==> src/sv/bmp_pkg.sv <==
// Shared constants and request/response types for the binomial mod prime block.
`timescale 1ns / 1ps

package bmp_pkg;

    // Field and arithmetic widths
    localparam int DATA_W = 30;
    localparam int TOP_W = 16;
    localparam int CHOOSE_W = 17;
    localparam int PROD_W = 2 * DATA_W;

    // Default table depth
    localparam int DEF_TABLE_SIZE = 65536;

    // Modulus and the Fermat exponent for the inverse
    localparam logic [DATA_W-1:0] PRIME = 30'd998244353;
    localparam logic [DATA_W-1:0] EXP_INV = PRIME - 30'd2;

    // Barrett constant floor(2^60 / p), worked out at elaboration
    localparam logic [63:0] MU_WIDE = (64'd1 << PROD_W) / {34'd0, PRIME};
    localparam logic [DATA_W:0] MU = MU_WIDE[DATA_W:0];

    // Pipeline depth of the modular multiplier
    localparam int MUL_LAT = 5;

    // Operands into the modular multiplier
    typedef struct packed {
        logic              valid;
        logic [DATA_W-1:0] a;
        logic [DATA_W-1:0] b;
    } mm_req_t;

    // Product out of the modular multiplier
    typedef struct packed {
        logic              valid;
        logic [DATA_W-1:0] r;
    } mm_rsp_t;

endpackage

==> src/sv/bmp_mulmod.sv <==
// Five-stage pipelined a*b mod p multiplier using Barrett reduction.
`timescale 1ns / 1ps

module bmp_mulmod (
    input  logic            clk,
    input  logic            rst_n,
    input  bmp_pkg::mm_req_t req,
    output bmp_pkg::mm_rsp_t rsp
);
    import bmp_pkg::*;

    localparam logic [31:0] PRIME_X1 = {2'b00, PRIME};
    localparam logic [31:0] PRIME_X2 = {1'b0, PRIME, 1'b0};

    logic [MUL_LAT-1:0]  v_reg;
    logic [PROD_W-1:0]   prod_reg;
    logic [PROD_W-1:0]   prod_next;
    logic [PROD_W+1:0]   q1_reg;
    logic [PROD_W+1:0]   q1_next;
    logic [31:0]         x2_reg;
    logic [31:0]         x3_reg;
    logic [PROD_W:0]     qp_full;
    logic [31:0]         qp_reg;
    logic [31:0]         r_reg;
    logic [31:0]         r_next;
    logic [DATA_W-1:0]   res_reg;
    logic [DATA_W-1:0]   res_next;

    // Full product, then the quotient estimate, then q*p
    assign prod_next = req.a * req.b;
    assign q1_next = prod_reg[PROD_W-1:DATA_W-1] * MU;
    assign qp_full = q1_reg[PROD_W+1:DATA_W+1] * PRIME;
    // Remainder lies below 3p, so low 32 bits suffice
    assign r_next = x3_reg - qp_reg;

    // Fold the remainder into range with at most one subtract
    always_comb
    begin
        if (r_reg >= PRIME_X2)
        begin
            res_next = DATA_W'(r_reg - PRIME_X2);
        end
        else if (r_reg >= PRIME_X1)
        begin
            res_next = DATA_W'(r_reg - PRIME_X1);
        end
        else
        begin
            res_next = r_reg[DATA_W-1:0];
        end
    end

    // Advance valid bits
    always_ff @(posedge clk or negedge rst_n)
    begin
        if (!rst_n)
        begin
            v_reg <= '0;
        end
        else
        begin
            v_reg <= {v_reg[MUL_LAT-2:0], req.valid};
        end
    end

    // Advance data stages
    always_ff @(posedge clk)
    begin
        prod_reg <= prod_next;
        q1_reg   <= q1_next;
        x2_reg   <= prod_reg[31:0];
        qp_reg   <= qp_full[31:0];
        x3_reg   <= x2_reg;
        r_reg    <= r_next;
        res_reg  <= res_next;
    end

    assign rsp.valid = v_reg[MUL_LAT-1];
    assign rsp.r = res_reg;

endmodule

==> config.mk <==
export PLATFORM = sky130hd
export DESIGN_NAME = bmp_mulmod
export DESIGN_NICKNAME = d
export VERILOG_FILES = /design/src/sv/bmp_pkg.sv /design/src/sv/bmp_mulmod.sv
export SDC_FILE = /design/constraint.sdc
export NUM_CORES = 2
export LEC_CHECK = 0
export ABC_CLOCK_PERIOD_IN_PS = 7300
export BUFFER_PORTS_ARGS = -buffer_cell sky130_fd_sc_hd__buf_4
export CAP_MARGIN = 20
export CORE_ASPECT_RATIO = 1.2
export CORE_UTILIZATION = 30
export CTS_BUF_LIST = sky130_fd_sc_hd__clkbuf_8 sky130_fd_sc_hd__clkbuf_16
export DETAILED_ROUTE_END_ITERATION = 8
export GPL_ROUTABILITY_DRIVEN = 0
export SLEW_MARGIN = 10
export SYNTH_ARGS = -nofsm -noshare
export SYNTH_HDL_FRONTEND = slang
export SYNTH_SLANG_ARGS = --single-unit
==> constraint.sdc <==
create_clock -name clk -period 7.3 [get_ports clk]
set_clock_uncertainty 0.15 [all_clocks]
set_input_delay 0.365 -clock clk [delete_from_list [all_inputs] [get_ports clk]]
set_output_delay 0.365 -clock clk [all_outputs]
set_load 0.1 [all_outputs]
Word-level counts from Yosys, hierarchy flattened. Index checks and enable logic that the tools add are counted.

$add $sub $neg: 3. Multipliers: 3. Divide/modulo/power cells: 0. Order comparisons: 2. Equality and inequality tests: 0. Shift operators: 0. Muxes and demuxes: 2. Bitwise operators: 0. Reductions and logical operators: 0.

Operators by type and width (count): 31-bit by 31-bit multiplier with 62-bit output (second input constant) (1); 30-bit by 30-bit multiplier with 60-bit output (1); 30-bit two-way mux (2); 30-bit subtractor (second input constant) (2); 32-bit by 30-bit greater-or-equal comparator with 1-bit output (second input constant) (1); 32-bit by 31-bit greater-or-equal comparator with 1-bit output (second input constant) (1); 31-bit by 30-bit multiplier with 32-bit output (second input constant) (1); 32-bit subtractor (1).

Flip-flop bits (word level): 285. Bits in latches: 0. RAM bits: 0. Bits in read-only memories: 0. Input bits: 63. Memories kept: 0.

Depth between registers and ports, before layout.
Word-level depth: 3. Depth in mapped cells: 30. Depth with buffers taken out: 28.

Worst setup path after synthesis. Ideal clock, no wire load.

Path type: input port to flip-flop. From: in req[3] in the netlist's numbering. To: reg prod_reg[44]. Setup time: 0.095 ns. Arrival time: 7.372 ns. Path slack: -0.317 ns. Cell stages on the path: 28. Path buffers: 2. Cell sequence: clkbuf_1 > and2_1 > fa_1 > fa_1 > fa_1 > inv_1 > fa_1 > inv_1 > fa_1 > inv_1 > fa_1 > inv_1 > fa_1 > inv_1 > fa_1 > inv_1 > ha_1 > buf_2 > and4_1 > and3_1 > a221o_1 > a31oi_1 > a211o_1 > a21oi_1 > a211o_1 > a41o_1 > a211o_1 > o311ai_1.

Word-level cells in the longest chain between the ends: 1.

Ends and longest elaborated chain: start, declared (RTL line bmp_mulmod.sv:7) `input bmp_pkg::mm_req_t req,`; 30-bit by 30-bit multiplier with 60-bit output (RTL line bmp_mulmod.sv:30) `assign prod_next = req.a * req.b;`; named net prod_next[44] (RTL line bmp_mulmod.sv:17) `logic [PROD_W-1:0] prod_next;`; end signal, assigned (RTL line bmp_mulmod.sv:69) `prod_reg <= prod_next;`; end, declared (RTL line bmp_mulmod.sv:16) `logic [PROD_W-1:0] prod_reg;`.

The timed path passes the listed nets, and every way through them passes these cells.

Worst setup path after layout.
From: in req[17] in the netlist's numbering. To: reg prod_reg[45].

The elaborated chain is that of the path after synthesis.

==> results.ini <==
[outcome]
status=complete, no violations

[hold_path]
worstHoldStart=req[0]
hold_end=prod_reg[0]
hold_path_class=in2reg
min_path_cells=2

[worst_setup_path]
cp-end-kind=flop
critPathMaxFanout=14
rr_endpoint=q1_reg[60]
cp_data_required_time_ns=7.68
worstSetupStartpoint=req[17]
reg2reg_depth=25
start_kind=input port
ff2ff_setup_slack_ns=0.18
path_class=in2reg
crit-reg2reg-launch=prod_reg[41]
worstPathArrival_ns=7.52

[sta]
finalSetupViolCount=0
hold_violations=0
final.setup.tns_ns=0
fmax_mhz=140
min_period_ns=7.14
relSlewSlack_pct=51.6
hold_ws_ns=0.129
finalCritPeriodShare_pct=97.8
worst_pin_slew_ns=0.724
layout_setup_ws_ns=0.159
drv_slew=0

[die]
die_area_um2=173000
initial_core_util_pct=30.2
num_io_pins=94
die_x_um=380
row_count=166
fp.coreArea_um2=170000
die_y_um=455

[route]
viasPerCell=4.53
drt_pass1_iterations=7
first_iter_violations=1484
routed-via-count=35959
wl_um=128000
post-route-drc-count=0
wl_per_cell_um=16.2
ant_nets=0

[synthesis]
syn_area_um2=51400
synthDistinctLibCells=78
synth_nets=7182
synth_edf_count=0
syn_area_per_cell_um2=9.60
synth-main-ff-cell=dfxtp_1
synth_warnings=0
postSynth.asyncResetShare_pct=1.97
syn_inst=5356
seq_area_frac_synth_pct=9.94
synth-seq-cells=254

[cts]
htreeDepth=1
path_clk_slew_ns=0.06
cts-root-buf=clkbuf_16
ctsLongestPathBuffers=3
cts_tree=yes
cts_made_buffers=29
clock_sinks=254
insertion_delay_ns=0.60

[finish]
final_cell_mix=inv_1 (1305), fa_1 (1043), ha_1 (710)
fin_nets=7471
area_growth_pct=13.8
layout_commonest_cell=inv_1
largest_register_ff_count=60
drive_above_1_share_pct=10.3

[global_route]
grt_start_max_net_pins=31
gr-total-overflow=0
antenna_found_initial=12
grt_pass1_wl_um=211000
track_usage_pct=15.1
grt_pass1_vias=40460

[run]
maxCapViolations=0

[place]
port_buffers=93
dpl_worst_slack_ns=-0.794
dp_hpwl_um=115000

## how the worst max path moves through the flow
stage / endpoint / slack (ns) / depth (start not counted)
floorplan: prod_reg[44] / 0.0006 / 27
global placement: prod_reg[58] / -0.74 / 27
detailed placement: prod_reg[56] / -0.79 / 27
CTS: q1_reg[60] / 0.001 / 25
global route: prod_reg[41] / -0.03 / 29
finish: prod_reg[45] / 0.16 / 27
## layer usage
layer  track usage, %  vias to the layer above  wire, um
li1                 -                    16749         -
met1             18.1                    18315     52500
met2             28.1                      678     66300
met3             1.54                      207      5200
met4             4.47                       10      4200
met5                0                        -        62
## metrics by stage
stage               area, um2  utilization [%]  std cells
global placement        57200             33.6       7875
finish                  58500             34.3       7938
detailed placement      57200             33.6       7875
floorplan               51500                -       5356
CTS                     58200             34.2       7931
global route            58500             34.3       7937
## critical path, stage by stage
cell	delay (ns)
buf_4	0.19
and2_1	0.19
fa_1	0.57
inv_1	0.07
fa_1	0.53
inv_1	0.05
fa_1	0.51
inv_1	0.06
fa_1	0.52
inv_1	0.06
fa_1	0.58
fa_2	0.45
fa_1	0.50
fa_1	0.46
ha_1	0.34
and3_4	0.21
and2_1	0.14
a311oi_2	0.24
o21ai_1	0.15
o21ai_2	0.15
buf_4	0.16
o21bai_1	0.09
a311oi_1	0.27
buf_4	0.20
nor2_1	0.05
a41oi_1	0.24
xnor2_1	0.14
## timing repair
item | CTS | global route
resized for setup | 7 | 43
hold endpoints to repair | 6 | 0
hold buffers | 3 | 0
endpoints found under the setup margin | 20 | 27
buffers inserted | 0 | 5
pin swaps | 1 | 42
## cell usage after synthesis, types with 5 or more instances
library cell	n	share of area, %
o21ai_0	63	0.61
dfrtp_1	5	0.24
ha_1	715	17
o21a_1	17	0.25
a211o_1	6	0.10
or3_1	13	0.16
o2111ai_1	7	0.12
o211ai_1	11	0.16
a211oi_1	19	0.28
a21o_1	71	1.0
o21bai_1	23	0.34
xor2_1	36	0.61
o31ai_1	5	0.073
nor4_1	10	0.12
clkbuf_1	196	1.4
nand4_1	17	0.21
nand2_1	463	3.4
xnor2_1	116	2.0
dfxtp_1	249	9.7
nor2_1	77	0.56
and2_1	526	6.4
o21ai_1	15	0.15
a31oi_1	8	0.097
a31o_2	6	0.10
a21oi_1	120	1.2
inv_1	1303	9.5
nor2b_1	15	0.18
nand3_1	36	0.35
a221oi_1	9	0.15
and3_1	17	0.21
a311oi_1	6	0.10
nand2b_1	22	0.27
fa_1	1048	41
nor3_1	22	0.21
## logic make-up (layout without fill, tap and decap cells)
family | count (synthesis) | in the layout | share of synthesized area (%)
other | 0 | 3 | 0
adder cells (fa/ha/maj) | 1763 | 1763 | 58.2
buffers and inverters | 1505 | 1816 | 11.0
AO/OA/AOI/OAI | 436 | 436 | 5.70
flip-flops | 254 | 254 | 9.94
AND/OR/NAND/NOR | 1244 | 1244 | 12.5
multiplexers | 2 | 2 | 0.0487
XOR/XNOR | 152 | 152 | 2.59
## area by class of cell
| cell class | instances | area [um2] |
|---|---|---|
| fill | 17379 | 112000 |
| multi-input combinational | 3597 | 40900 |
| sequential | 254 | 5110 |
| inverter | 1304 | 4890 |
| timing repair buffer | 459 | 3730 |
| tap | 2268 | 2840 |
| clock buffer | 31 | 753 |
| clock inverter | 22 | 234 |
| antenna | 3 | 7.51 |
Power is left out: the tool's default activity adds up to more than one toggle a clock period on the data nets, which glitch-free logic cannot reach.
